`config.mk`:
```
export PLATFORM = sky130hd
export DESIGN_NAME = traffic_light_phase_sequencer_top
export DESIGN_NICKNAME = d
export VERILOG_FILES = /design/src/hdl/tlps_pkg.sv /design/src/hdl/tlps_cfg_regs.sv /design/src/hdl/tlps_core.sv /design/src/hdl/tlps_out_buf.sv /design/src/hdl/traffic_light_phase_sequencer_top.sv
export SDC_FILE = /design/constraint.sdc
export NUM_CORES = 1
export LEC_CHECK = 0
export ABC_CLOCK_PERIOD_IN_PS = 2300
export BUFFER_PORTS_ARGS = -buffer_cell sky130_fd_sc_hd__buf_2
export CAP_MARGIN = 20
export CORE_MARGIN = 5
export CORE_UTILIZATION = 55
export DETAILED_ROUTE_END_ITERATION = 7
export GPL_ROUTABILITY_DRIVEN = 0
export PLACE_DENSITY = 0.76
export SLEW_MARGIN = 40
export SYNTH_ARGS = -nofsm -noshare
export SYNTH_HDL_FRONTEND = slang
export SYNTH_HIERARCHICAL = 1
export SYNTH_SLANG_ARGS = --single-unit
```
`constraint.sdc`:
```
create_clock -name clk -period 2.3 [get_ports clk]
set_input_delay 0.115 -clock clk [delete_from_list [all_inputs] [get_ports clk]]
set_output_delay 0.115 -clock clk [all_outputs]
set_load 0.1 [all_outputs]
```
`src/hdl/tlps_pkg.sv`:
```
// Shared types, register indexes and lamp patterns of the traffic light phase sequencer.
`timescale 1ns / 1ps

package tlps_pkg;

  localparam int unsigned DurW = 16;
  localparam int unsigned LampW = 3;
  localparam int unsigned CfgIdxW = 3;
  localparam int unsigned BlinkW = 4;

  typedef enum logic [2:0] {
    PH_RED        = 3'd0,
    PH_RED_YELLOW = 3'd1,
    PH_GREEN      = 3'd2,
    PH_BLINK      = 3'd3,
    PH_YELLOW     = 3'd4
  } phase_t;

  localparam logic [CfgIdxW-1:0] REG_RED        = 3'd0;
  localparam logic [CfgIdxW-1:0] REG_RED_YELLOW = 3'd1;
  localparam logic [CfgIdxW-1:0] REG_GREEN      = 3'd2;
  localparam logic [CfgIdxW-1:0] REG_BLINK_STEP = 3'd3;
  localparam logic [CfgIdxW-1:0] REG_YELLOW     = 3'd4;
  localparam logic [CfgIdxW-1:0] REG_START      = 3'd5;

  localparam logic [DurW-1:0] RST_RED        = 16'd12000;
  localparam logic [DurW-1:0] RST_RED_YELLOW = 16'd2000;
  localparam logic [DurW-1:0] RST_GREEN      = 16'd7000;
  localparam logic [DurW-1:0] RST_BLINK_STEP = 16'd500;
  localparam logic [DurW-1:0] RST_YELLOW     = 16'd3000;
  localparam logic [DurW-1:0] RST_START      = 16'd750;

  localparam logic [BlinkW-1:0] BLINK_FIRST = 4'd2;
  localparam logic [BlinkW-1:0] BLINK_LAST  = 4'd9;

  localparam logic [LampW-1:0] MAIN_OFF        = 3'd0;
  localparam logic [LampW-1:0] MAIN_RED        = 3'd4;
  localparam logic [LampW-1:0] MAIN_RED_YELLOW = 3'd6;
  localparam logic [LampW-1:0] MAIN_GREEN      = 3'd1;
  localparam logic [LampW-1:0] MAIN_YELLOW     = 3'd2;
  localparam logic [LampW-1:0] AUX_IDLE        = 3'd7;
  localparam logic [LampW-1:0] AUX_RED         = 3'd3;
  localparam logic [LampW-1:0] AUX_GO          = 3'd6;
  localparam logic [LampW-1:0] AUX_YELLOW      = 3'd4;

  typedef struct packed {
    logic [DurW-1:0] red;
    logic [DurW-1:0] red_yellow;
    logic [DurW-1:0] green;
    logic [DurW-1:0] blink_step;
    logic [DurW-1:0] yellow;
  } dur_t;

  typedef struct packed {
    logic            reload;
    logic [DurW-1:0] value;
  } start_load_t;

  typedef struct packed {
    logic [LampW-1:0] main_lamps;
    logic [LampW-1:0] aux_lamps_n;
    logic [2:0]       phase;
    logic             changed;
  } result_t;

  function automatic logic [DurW-1:0] at_least_one(input logic [DurW-1:0] v);
    at_least_one = (v == '0) ? DurW'(1) : v;
  endfunction

endpackage

```
`src/hdl/tlps_cfg_regs.sv`:
```
// Configuration register file holding the phase durations; the start delay is passed on as a reload.
`timescale 1ns / 1ps

module tlps_cfg_regs (
  input  logic                          clk,
  input  logic                          rst_n,
  input  logic                          wr_en,
  input  logic [tlps_pkg::CfgIdxW-1:0]  wr_index,
  input  logic [tlps_pkg::DurW-1:0]     wr_data,
  output tlps_pkg::dur_t                durations,
  output tlps_pkg::start_load_t         start_load
);
  import tlps_pkg::*;

  dur_t dur_r;

  always_ff @(posedge clk) begin
    if (!rst_n) begin
      dur_r.red        <= RST_RED;
      dur_r.red_yellow <= RST_RED_YELLOW;
      dur_r.green      <= RST_GREEN;
      dur_r.blink_step <= RST_BLINK_STEP;
      dur_r.yellow     <= RST_YELLOW;
    end else if (wr_en) begin
      unique case (wr_index)
        REG_RED:        dur_r.red        <= wr_data;
        REG_RED_YELLOW: dur_r.red_yellow <= wr_data;
        REG_GREEN:      dur_r.green      <= wr_data;
        REG_BLINK_STEP: dur_r.blink_step <= wr_data;
        REG_YELLOW:     dur_r.yellow     <= wr_data;
        default: ;
      endcase
    end
  end

  // The start delay only matters before the first phase change, so it is
  // passed straight on as a countdown reload.
  assign durations         = dur_r;
  assign start_load.reload = wr_en && (wr_index == REG_START);
  assign start_load.value  = wr_data;

endmodule

```
`src/hdl/tlps_core.sv`:
```
// Countdown, phase sequencing and lamp pattern state, updated by accepted tick beats and start delay reloads.
`timescale 1ns / 1ps

module tlps_core (
  input  logic                  clk,
  input  logic                  rst_n,
  input  logic                  step_en,
  input  logic                  tick,
  input  tlps_pkg::dur_t        durations,
  input  tlps_pkg::start_load_t start_load,
  output tlps_pkg::result_t     result
);
  import tlps_pkg::*;

  logic [2:0]        phase_r, phase_nxt;
  logic [DurW-1:0]   remain_r, remain_nxt;
  logic [BlinkW-1:0] blink_r, blink_nxt;
  logic [LampW-1:0]  main_r, main_nxt;
  logic [LampW-1:0]  aux_r, aux_nxt;
  logic              change;

  assign change = step_en && tick && (remain_r <= DurW'(1));

  always_comb begin
    phase_nxt  = phase_r;
    remain_nxt = remain_r;
    blink_nxt  = blink_r;
    main_nxt   = main_r;
    aux_nxt    = aux_r;
    if (change) begin
      unique case (phase_r)
        PH_RED_YELLOW: begin
          main_nxt   = MAIN_RED_YELLOW;
          aux_nxt    = AUX_GO;
          remain_nxt = at_least_one(durations.red_yellow);
          phase_nxt  = PH_GREEN;
        end
        PH_GREEN: begin
          main_nxt   = MAIN_GREEN;
          aux_nxt    = AUX_GO;
          remain_nxt = at_least_one(durations.green);
          phase_nxt  = PH_BLINK;
        end
        PH_BLINK: begin
          main_nxt   = {{(LampW-1){1'b0}}, blink_r[0]};
          aux_nxt    = AUX_GO;
          remain_nxt = at_least_one(durations.blink_step);
          if (blink_r >= BLINK_LAST) begin
            phase_nxt = PH_YELLOW;
            blink_nxt = BLINK_FIRST;
          end else begin
            blink_nxt = blink_r + BlinkW'(1);
          end
        end
        PH_YELLOW: begin
          main_nxt   = MAIN_YELLOW;
          aux_nxt    = AUX_YELLOW;
          remain_nxt = at_least_one(durations.yellow);
          phase_nxt  = PH_RED;
        end
        default: begin
          main_nxt   = MAIN_RED;
          aux_nxt    = AUX_RED;
          remain_nxt = at_least_one(durations.red);
          phase_nxt  = PH_RED_YELLOW;
        end
      endcase
    end else if (step_en && tick) begin
      remain_nxt = remain_r - DurW'(1);
    end else if (start_load.reload && (aux_r == AUX_IDLE)) begin
      remain_nxt = at_least_one(start_load.value);
    end
  end

  always_ff @(posedge clk) begin
    if (!rst_n) begin
      phase_r  <= PH_RED;
      remain_r <= RST_START;
      blink_r  <= BLINK_FIRST;
      main_r   <= MAIN_OFF;
      aux_r    <= AUX_IDLE;
    end else begin
      phase_r  <= phase_nxt;
      remain_r <= remain_nxt;
      blink_r  <= blink_nxt;
      main_r   <= main_nxt;
      aux_r    <= aux_nxt;
    end
  end

  assign result.main_lamps  = main_nxt;
  assign result.aux_lamps_n = aux_nxt;
  assign result.phase       = phase_nxt;
  assign result.changed     = change;

endmodule

```
`src/hdl/tlps_out_buf.sv`:
```
// Two-entry output register with skid slot for the result channel.
`timescale 1ns / 1ps

module tlps_out_buf (
  input  logic              clk,
  input  logic              rst_n,
  input  logic              push,
  input  tlps_pkg::result_t push_data,
  input  logic              out_stall,
  output logic              out_valid,
  output tlps_pkg::result_t out_data,
  output logic              full
);
  import tlps_pkg::*;

  logic    main_v_r, skid_v_r;
  result_t main_r, skid_r;
  logic    pop;

  assign pop = main_v_r && !out_stall;

  always_ff @(posedge clk) begin
    if (!rst_n) begin
      main_v_r <= 1'b0;
      skid_v_r <= 1'b0;
    end else if (skid_v_r) begin
      if (pop) begin
        main_r   <= skid_r;
        skid_v_r <= 1'b0;
      end
    end else if (push) begin
      if (!main_v_r || pop) begin
        main_r   <= push_data;
        main_v_r <= 1'b1;
      end else begin
        skid_r   <= push_data;
        skid_v_r <= 1'b1;
      end
    end else if (pop) begin
      main_v_r <= 1'b0;
    end
  end

  assign out_valid = main_v_r;
  assign out_data  = main_r;
  assign full      = skid_v_r;

endmodule

```
`src/hdl/traffic_light_phase_sequencer_top.sv`:
```
// Top level of the traffic light phase sequencer.
// Throughput: one input beat per cycle while in_stall is low. The state update and lamp
// decode finish in the accepting cycle and the result is registered in the output buffer.
// A two-entry output buffer keeps input accepted while one result waits on a stalled output.
// Reset (synchronous, rst_n low): durations return to their defaults, phase is red,
// all lamps are off and the countdown holds the start delay; configuration is always ready.
`timescale 1ns / 1ps

module traffic_light_phase_sequencer_top (
  input  logic                          clk,
  input  logic                          rst_n,
  input  logic                          in_valid,
  output logic                          in_stall,
  input  logic                          in_tick,
  output logic                          out_valid,
  input  logic                          out_stall,
  output logic [tlps_pkg::LampW-1:0]    out_main_lamps,
  output logic [tlps_pkg::LampW-1:0]    out_aux_lamps_n,
  output logic [2:0]                    out_phase,
  output logic                          out_changed,
  input  logic                          cfg_valid,
  output logic                          cfg_ready,
  input  logic [tlps_pkg::CfgIdxW-1:0]  cfg_index,
  input  logic [tlps_pkg::DurW-1:0]     cfg_data
);
  import tlps_pkg::*;

  dur_t        durations;
  start_load_t start_load;
  result_t     step_result;
  result_t     out_data;
  logic        in_accept;
  logic        buf_full;

  assign cfg_ready = 1'b1;
  assign in_stall  = buf_full;
  assign in_accept = in_valid && !buf_full;

  tlps_cfg_regs u_cfg (
    .clk        (clk),
    .rst_n      (rst_n),
    .wr_en      (cfg_valid && cfg_ready),
    .wr_index   (cfg_index),
    .wr_data    (cfg_data),
    .durations  (durations),
    .start_load (start_load)
  );

  tlps_core u_core (
    .clk        (clk),
    .rst_n      (rst_n),
    .step_en    (in_accept),
    .tick       (in_tick),
    .durations  (durations),
    .start_load (start_load),
    .result     (step_result)
  );

  tlps_out_buf u_out (
    .clk       (clk),
    .rst_n     (rst_n),
    .push      (in_accept),
    .push_data (step_result),
    .out_stall (out_stall),
    .out_valid (out_valid),
    .out_data  (out_data),
    .full      (buf_full)
  );

  assign out_main_lamps  = out_data.main_lamps;
  assign out_aux_lamps_n = out_data.aux_lamps_n;
  assign out_phase       = out_data.phase;
  assign out_changed     = out_data.changed;

  a_phase_range: assert property (@(posedge clk) disable iff (!rst_n)
    out_valid |-> (out_phase <= 3'd4))
    else $error("result phase out of range");

  a_skid_needs_main: assert property (@(posedge clk) disable iff (!rst_n)
    in_stall |-> out_valid)
    else $error("skid slot filled while output register is empty");

  a_change_lights: assert property (@(posedge clk) disable iff (!rst_n)
    (out_valid && out_changed) |-> (out_aux_lamps_n != AUX_IDLE))
    else $error("phase change left the auxiliary lamps idle");

  a_no_tick_no_change: assert property (@(posedge clk) disable iff (!rst_n)
    (in_accept && !in_tick && !out_valid) |=> (out_valid && !out_changed))
    else $error("beat without a tick reported a phase change");

endmodule

```
==> reports/metrics.json, run 1 <==
{
  "setup_path": {
    "critical_path.slowest_cell": "sky130_fd_sc_hd__or3_1",
    "cp_num_cells": 6,
    "critical_path.startpoint_type": "flip-flop",
    "required_ns": 2.47,
    "worstPathBufferInverterCount": 0,
    "worst-setup-path-type": "reg2reg",
    "cell_breakdown_of_the_critical_path": "or3_1, nor2_1, nand4_4, a211oi_2, mux2i_2, mux2_2",
    "timing.reg2reg.worst_path_depth": 6,
    "worst_setup_sp": "u_core/remain_r[9]$_SDFFE_PN1P_",
    "timing.critical_path.arrival_ns": 2.45,
    "slowest_cell_delay_on_critical_path_ns": 0.45,
    "crit_family": "simple AND/OR/NAND/NOR gates",
    "timing.rr.start": "u_core/remain_r[9]$_SDFFE_PN1P_",
    "timing.critical_path.to_type": "flip-flop",
    "crit_path_max_fanout": 5
  },
  "sta": {
    "finClkSkew_ns": 0.00860,
    "timing.slew.headroom": 0.424,
    "fin_crit_sh": 0.991,
    "timing.final.crit_period_ns": 2.28,
    "hold_viol_final": 0,
    "timing_max_transition_violations_final": 0,
    "maxClockFrequency_mhz": 439,
    "worst-slew-pin-transition_ns": 0.864,
    "setup_violations": 0
  },
  "finish": {
    "n_antenna_cell": 0,
    "areaGrowthSynthToFinish_pct": 16.6,
    "final_design_area_no_fill_sq_um": 7970,
    "fillerInstances": 931,
    "nNetsFinal": 810,
    "final_layout_size_suffix_gt1_frac": 0.202
  },
  "placement": {
    "port_buffers": 36,
    "dpl.hpwl_mm": 14.1,
    "dpl-instance-area_sq_um": 7190
  },
  "yosys": {
    "post_synth_xor_area_fraction": 0.0128,
    "yosys.area_share.simple": 0.223,
    "share_of_the_synthesized_area_in_compound_gates_ao_oa_aoi_oai": 0.125,
    "postSynthRegisterBits": 131,
    "number_of_distinct_library_cells_after_synthesis": 72,
    "post_synth_fa_ha_maj_area_fraction": 0.00916,
    "yosys.area.top_type": "sky130_fd_sc_hd__dfxtp_1",
    "synth_edf_count": 20,
    "main_combinational_cell_family_by_area_after_synthesis": "simple AND/OR/NAND/NOR gates",
    "synth_cells": 739,
    "synth.avg_cell_area_sq_um": 9.25,
    "largest_cells_by_area_after_synthesis": "sky130_fd_sc_hd__dfxtp_1 33%, sky130_fd_sc_hd__mux2i_1 12%, sky130_fd_sc_hd__edfxtp_1 8.8%",
    "mappedNetlistArea_sq_um": 6830,
    "yosys.area.top_type_share": 0.325,
    "synth_net_count": 769,
    "ys_dominant_reg_cell": "sky130_fd_sc_hd__dfxtp_1",
    "synth_mux_area_frac": 0.156,
    "synth_seq_area_share": 0.413,
    "async_flop_share": 0,
    "yosysWarnings": 6
  },
  "clocking": {
    "clk_pin_slew_worst_paths_ns": 0.06,
    "cts_sinks": 131,
    "clk-insertion-delay-late_ns": 0.43,
    "clock_tree.buffer_depth": 2,
    "cts-buffers-inserted": 17,
    "cts_root_buf": "sky130_fd_sc_hd__clkbuf_16",
    "cts-htree-levels": 4,
    "tritoncts": "yes"
  },
  "floorplan": {
    "die_area_sq_um": 14800,
    "fp.dieH_microns": 121,
    "rows": 40,
    "design.core.area_sq_um": 12100,
    "initial_utilization": 0.564,
    "num_io_pins": 38,
    "die_width_microns": 121
  },
  "status": {
    "status": "finished, final reports clean"
  },
  "route": {
    "routed_via_density": 6.22,
    "drt_pre_antenna_iters": 7,
    "drt-initial-drc-count": 971,
    "drcViolationCount": 0,
    "wirelength_mm": 20.0,
    "dr_total_vias": 5979,
    "wl_per_cell_microns": 20.8,
    "detail-route-antenna-nets": 0
  },
  "grt": {
    "grt_overall_usage": 0.274,
    "grt_overflow": 0,
    "grt_antenna_before_repair": 1,
    "first_global_vias": 5799,
    "grt_start_max_net_pins": 41,
    "global_route_wire_length_before_repair_mm": 31.2
  },
  "pwr": {
    "p_per_area_nw_per_um2": 722,
    "intPower_mw": 4.31,
    "power_switching_share": 0.252,
    "clockPowerShare": 0.482,
    "seq_power_share": 0.425,
    "power.static_leakage_nw": 3.20,
    "worst_ir_drop_vdd_mv": 0.526,
    "fin_total_pwr_mw": 5.75,
    "netsw_mw": 1.45,
    "comb_power_share": 0.093
  },
  "hold_path": {
    "hold_path_class": "in2reg",
    "holdCritStartpoint": "out_stall",
    "holdPathStages": 3
  },
  "run": {
    "timing.max_cap.violations": 0
  }
}
==> power groups by stage <==
stage          registers [mW]  clock network, mW  logic (mW)
3_3_place_gp             2.48                  0       0.478
3_5_place_dp             2.49                  0       0.493
4_1_cts                  2.44               2.81       0.507
6_report                 2.44               2.78       0.534
5_1_grt                  2.45               2.91       0.566
2_1_floorplan            2.55                  0       0.300
==> worst min-delay path, stage by stage <==
cell                      delay, ns
sky130_fd_sc_hd__buf_2         0.12
sky130_fd_sc_hd__nor2b_1       0.12
sky130_fd_sc_hd__nor3_1        0.06
==> metal layers <==
layer	GRT usage	part of all wire	routed length, microns
met1	0.349	0.40	7890
met2	0.442	0.47	9460
met3	0.0639	0.096	1910
met4	0.121	0.036	710
met5	0	0	0
==> cells by family after synthesis <==
| logic type | after synthesis |
|---|---|
| multiplexers | 101 |
| adder cells (fa/ha/maj) | 5 |
| AND/OR/NAND/NOR | 287 |
| XOR/XNOR | 10 |
| AO/OA/AOI/OAI | 126 |
| buffers and inverters | 78 |
| flip-flops | 131 |
| other | 1 |
==> state kept, by name, summed over array words and instances (netlist names) <==
signal,flops
u_cfg/durations,80
u_core/blink_r,4
u_core/main_r,3
u_core/remain_r,16
u_core/aux_r,3
u_out/full,1
u_out/out_data,10
u_core/phase_r,3
u_out/out_valid,1
u_out/skid_r,10
==> Yosys cell counts, types with 7 or more instances <==
master and number:
sky130_fd_sc_hd__a211oi_1 9, sky130_fd_sc_hd__a21oi_1 27, sky130_fd_sc_hd__buf_2 11, sky130_fd_sc_hd__buf_4 22, sky130_fd_sc_hd__clkbuf_1 30, sky130_fd_sc_hd__dfxtp_1 111
sky130_fd_sc_hd__edfxtp_1 20, sky130_fd_sc_hd__inv_1 8, sky130_fd_sc_hd__mux2_2 14, sky130_fd_sc_hd__mux2i_1 84, sky130_fd_sc_hd__nand2_1 97, sky130_fd_sc_hd__nor2_1 43
sky130_fd_sc_hd__nor2b_1 52, sky130_fd_sc_hd__nor3_1 20, sky130_fd_sc_hd__nor4_1 23, sky130_fd_sc_hd__o21ai_0 27, sky130_fd_sc_hd__o22ai_1 9, sky130_fd_sc_hd__xnor2_1 7
==> worst paths after layout <==
| kind | to | slack (ns) |
|---|---|---|
| worst max register to register | u_out/out_data[1]$_DFFE_PP_ | 0.02 |
| worst min-delay path | u_out/full$_SDFF_PN0_ | 0.03 |
| worst min register to register | u_cfg/durations[48]$_SDFFE_PN0P_ | 0.46 |
| worst max-delay path | u_out/out_data[1]$_DFFE_PP_ | 0.02 |
==> final cells by class <==
type                    count  area, sq um  share of cell area
flip-flops and latches    131         2830               0.355
clock inverters            12          141              0.0177
clock buffers              20          478              0.0600
well taps                 168          210              0.0264
repair buffers             89          599              0.0752
multi-input cells         530         3670               0.460
inverters                  11         45.0             0.00565
==> cell usage in the layout, fill, tap and decap left out, drive strengths merged, types with 7 or more instances in the layout <==
cell type and instances:
a211oi 9, a21oi 27, buf 83, clkbuf 20
clkinv 8, dfxtp 111, edfxtp 20, inv 12
mux2 14, mux2i 84, nand2 98, nor2 43
nor2b 53, nor3 21, nor4 25, o21ai 30
o22ai 9, xnor2 7
==> what timing repair did <==
item,CTS,global route
hold buffers,6,0
hold endpoints to repair,10,0
gates cloned,0,0
resized for setup,0,16
endpoints found under the setup margin,1,17
setup buffers,0,3
pin swaps,1,5
==> metrics by stage <==
stage,TNS (ns),instances,hold slack [ns],setup slack [ns],utilization
2_1_floorplan,0,739,0.188,0.0185,-
3_3_place_gp,0,920,0.404,0.128,0.594
3_5_place_dp,0,920,0.422,0.0354,0.594
4_1_cts,0,958,0.0120,0.0241,0.650
5_1_grt,-0.0858,961,0.0421,-0.0744,0.658
6_report,0,961,0.0319,0.0206,0.658
No activity file was read; power rests on OpenSTA's default activity.
==> run 2: changes to the inputs <==
--- a/config.mk
+++ b/config.mk
@@ -12,7 +12,7 @@
 export CORE_UTILIZATION = 55
 export DETAILED_ROUTE_END_ITERATION = 7
 export GPL_ROUTABILITY_DRIVEN = 0
-export PLACE_DENSITY = 0.76
+export PLACE_DENSITY = 0.75
 export SLEW_MARGIN = 40
 export SYNTH_ARGS = -nofsm -noshare
 export SYNTH_HDL_FRONTEND = slang
==> reports/metrics.json, run 2 (synthesis gave the netlist of run 1 again) <==
{
  "route": {
    "routed_via_density": {"value": 6.18, "change": "-0.63%"},
    "drcViolationCount": {"value": 0, "change": "unchanged"},
    "drt-initial-drc-count": {"value": 575, "change": "-41%"},
    "drt_pre_antenna_iters": {"value": 6, "change": "-1"},
    "detail-route-antenna-nets": {"value": 0, "change": "unchanged"},
    "dr_total_vias": {"value": 5898, "change": "-1.4%"},
    "wirelength": {"value": 19.0, "unit": "mm", "change": "-4.9%"},
    "wl_per_cell": {"value": 19.9, "unit": "microns", "change": "-4.2%"}
  },
  "sta": {
    "setup_violations": {"value": 0, "change": "unchanged"},
    "timing.final.crit_period": {"value": 2.20, "unit": "ns", "change": "-0.0814 ns"},
    "timing_max_transition_violations_final": {"value": 0, "change": "unchanged"},
    "maxClockFrequency": {"value": 455, "unit": "MHz", "change": "+3.7%"},
    "hold_viol_final": {"value": 0, "change": "unchanged"},
    "timing.slew.headroom": {"value": 0.443, "change": "+0.0193"},
    "worst-slew-pin-transition": {"value": 0.835, "unit": "ns", "change": "-0.0289 ns"},
    "fin_tns_setup": {"value": 0, "unit": "ns", "change": "unchanged"},
    "finClkSkew": {"value": 0.00669, "unit": "ns", "change": "-0.00191 ns"},
    "fin_crit_sh": {"value": 0.956, "change": "-0.0354"},
    "finalHoldWorstSlack": {"value": 0.0300, "unit": "ns", "change": "-0.00192 ns"}
  },
  "floorplan": {
    "fp.dieH": {"value": 121, "unit": "microns", "change": "unchanged"},
    "initial_utilization": {"value": 0.564, "change": "unchanged"},
    "die_area": {"value": 14800, "unit": "sq um", "change": "unchanged"},
    "num_io_pins": {"value": 38, "change": "unchanged"},
    "rows": {"value": 40, "change": "unchanged"},
    "design.core.area": {"value": 12100, "unit": "sq um", "change": "unchanged"},
    "die_width": {"value": 121, "unit": "microns", "change": "unchanged"}
  },
  "clocking": {
    "clock_tree.buffer_depth": {"value": 2, "change": "unchanged"},
    "cts_root_buf": "sky130_fd_sc_hd__clkbuf_16",
    "clk-insertion-delay-late": {"value": 0.42, "unit": "ns", "change": "about the same"},
    "cts-htree-levels": {"value": 4, "change": "unchanged"},
    "cts_sinks": {"value": 131, "change": "unchanged"},
    "cts-buffers-inserted": {"value": 17, "change": "unchanged"},
    "clk_pin_slew_worst_paths": {"value": 0.06, "unit": "ns", "change": "about the same"},
    "tritoncts": "yes"
  },
  "grt": {
    "grt_overall_usage": {"value": 0.267, "change": "-0.00718"},
    "global_route_wire_length_before_repair": {"value": 30.5, "unit": "mm", "change": "-2.3%"},
    "grt_antenna_before_repair": {"value": 0, "change": "-1"},
    "grt_overflow": {"value": 0, "change": "unchanged"},
    "grt_start_max_net_pins": {"value": 61, "change": "+49%"},
    "first_global_vias": {"value": 5763, "change": "-0.62%"}
  },
  "setup_path": {
    "cell_breakdown_of_the_critical_path": "or3_1, nor2_1, nand4_4, a211oi_2, mux2i_2, mux2_2",
    "timing.critical_path.to_type": "flip-flop",
    "critical_path.slowest_cell": "sky130_fd_sc_hd__or3_1",
    "slowest_cell_delay_on_critical_path": {"value": 0.45, "unit": "ns", "change": "about the same"},
    "timing.reg2reg.worst_path_depth": {"value": 6, "change": "unchanged"},
    "required": {"value": 2.47, "unit": "ns", "change": "about the same"},
    "crit_path_max_fanout": {"value": 5, "change": "unchanged"},
    "worst-setup-path-type": "reg2reg",
    "timing.critical_path.arrival": {"value": 2.37, "unit": "ns", "change": "-0.08 ns"},
    "critical_path.startpoint_type": "flip-flop"
  },
  "finish": {
    "most_common_cell_after_layout_fill_and_taps_aside": "sky130_fd_sc_hd__dfxtp_1",
    "areaGrowthSynthToFinish_pct": 15.3,
    "nNetsFinal": {"value": 803, "change": "-0.86%"},
    "largest_register_ffs": {"value": 80, "change": "unchanged"},
    "layout.cells.most_common_list": "108 x sky130_fd_sc_hd__dfxtp_1, 97 x sky130_fd_sc_hd__nand2_1, 83 x sky130_fd_sc_hd__mux2i_1",
    "n_antenna_cell": {"value": 0, "change": "unchanged"},
    "final_core_utilization": {"value": 0.650, "change": "-0.00754"},
    "final_layout_size_suffix_gt1_frac": {"value": 0.190, "change": "-0.0122"}
  },
  "pwr": {
    "p_per_area": {"value": 705, "unit": "nW/um^2", "change": "-2.3%"},
    "fin_total_pwr": {"value": 5.56, "unit": "mW", "change": "-3.4%"},
    "power.static_leakage": {"value": 3.16, "unit": "nW", "change": "-1.2%"},
    "worst_ir_drop_vdd": {"value": 0.473, "unit": "mV", "change": "-10%"}
  },
  "placement": {
    "port_buffers": {"value": 36, "change": "unchanged"},
    "dpl.hpwl": {"value": 13.8, "unit": "mm", "change": "-2.1%"}
  },
  "hold_path": {
    "hold_path_class": "in2reg",
    "holdPathStages": {"value": 3, "change": "unchanged"}
  },
  "status": {
    "status": "finished, final reports clean"
  },
  "run": {
    "timing.max_cap.violations": {"value": 0, "change": "unchanged"}
  }
}
run 2: changes by cell type in the layout (fill, tap and decap cells not counted), moves of 2 or more:
cell,change
sky130_fd_sc_hd__buf_12,+2
sky130_fd_sc_hd__buf_4,-8
sky130_fd_sc_hd__bufinv_16,-2
sky130_fd_sc_hd__clkinv_4,-3
sky130_fd_sc_hd__dlygate4sd3_1,-2
run 2: cell type report:
class	instances	area, sq um
Timing Repair Buffer	82	571
Multi-Input combinational cell	530	3650
Tap cell	168	210
Clock inverter	11	87.6
Fill cell	937	4240
Clock buffer	21	492
Inverter	11	41.3
Sequential cell	131	2830
run 2: final timing paths:
path | start | to | slack [ns]
worst max register to register | u_core/remain_r[9]$_SDFFE_PN1P_ | u_out/out_data[1]$_DFFE_PP_ | 0.10
worst min-delay path | cfg_data[13] | u_cfg/durations[77]$_SDFFE_PN1P_ | 0.03
worst max-delay path | u_core/remain_r[9]$_SDFFE_PN1P_ | u_out/out_data[1]$_DFFE_PP_ | 0.10
worst min register to register | u_cfg/durations[48]$_SDFFE_PN0P_ | u_cfg/durations[48]$_SDFFE_PN0P_ | 0.47
run 2: where the power goes:
group          internal, mW  switching [mW]
Clock                  1.55            1.04
Sequential             2.39          0.0560
Combinational         0.181           0.338
Total                  4.12            1.44
run 2: through the flow:
| stage | setup slack, ns | std cells | area, sq um |
|---|---|---|---|
| 2_1_floorplan | 0.0185 | 739 | 6830 |
| 3_3_place_gp | 0.0876 | 916 | 7190 |
| 3_5_place_dp | -0.00897 | 916 | 7190 |
| 4_1_cts | 0.000308 | 952 | 7820 |
| 5_1_grt | -0.00794 | 954 | 7880 |
| 6_report | 0.102 | 954 | 7880 |
run 2: timing repair:
action | 4_1_cts | 5_1_grt
resized for setup | 2 | 9
pin swaps | 0 | 7
setup buffers | 0 | 2
hold buffers | 4 | 0
endpoints found under the setup margin | 1 | 19
endpoints found under the hold margin | 4 | 0
run 2: worst max-delay path: cells and delay by family, from the launching register on:
family	cells	cell delay [ns]
flops	1	0.30
simple gates	3	0.96
compound gates	1	0.27
mux	2	0.42
run 2: routing by layer:
layer  vias up  global-route usage  part of all wire  wire length, microns
met3        52              0.0741             0.087                  1650
met4         0               0.106             0.028                   535
met2       324               0.426              0.47                  8880
met5         -                   0                 0                     0
met1      2794               0.341              0.42                  7920
li1       2728                   -                 -                     -
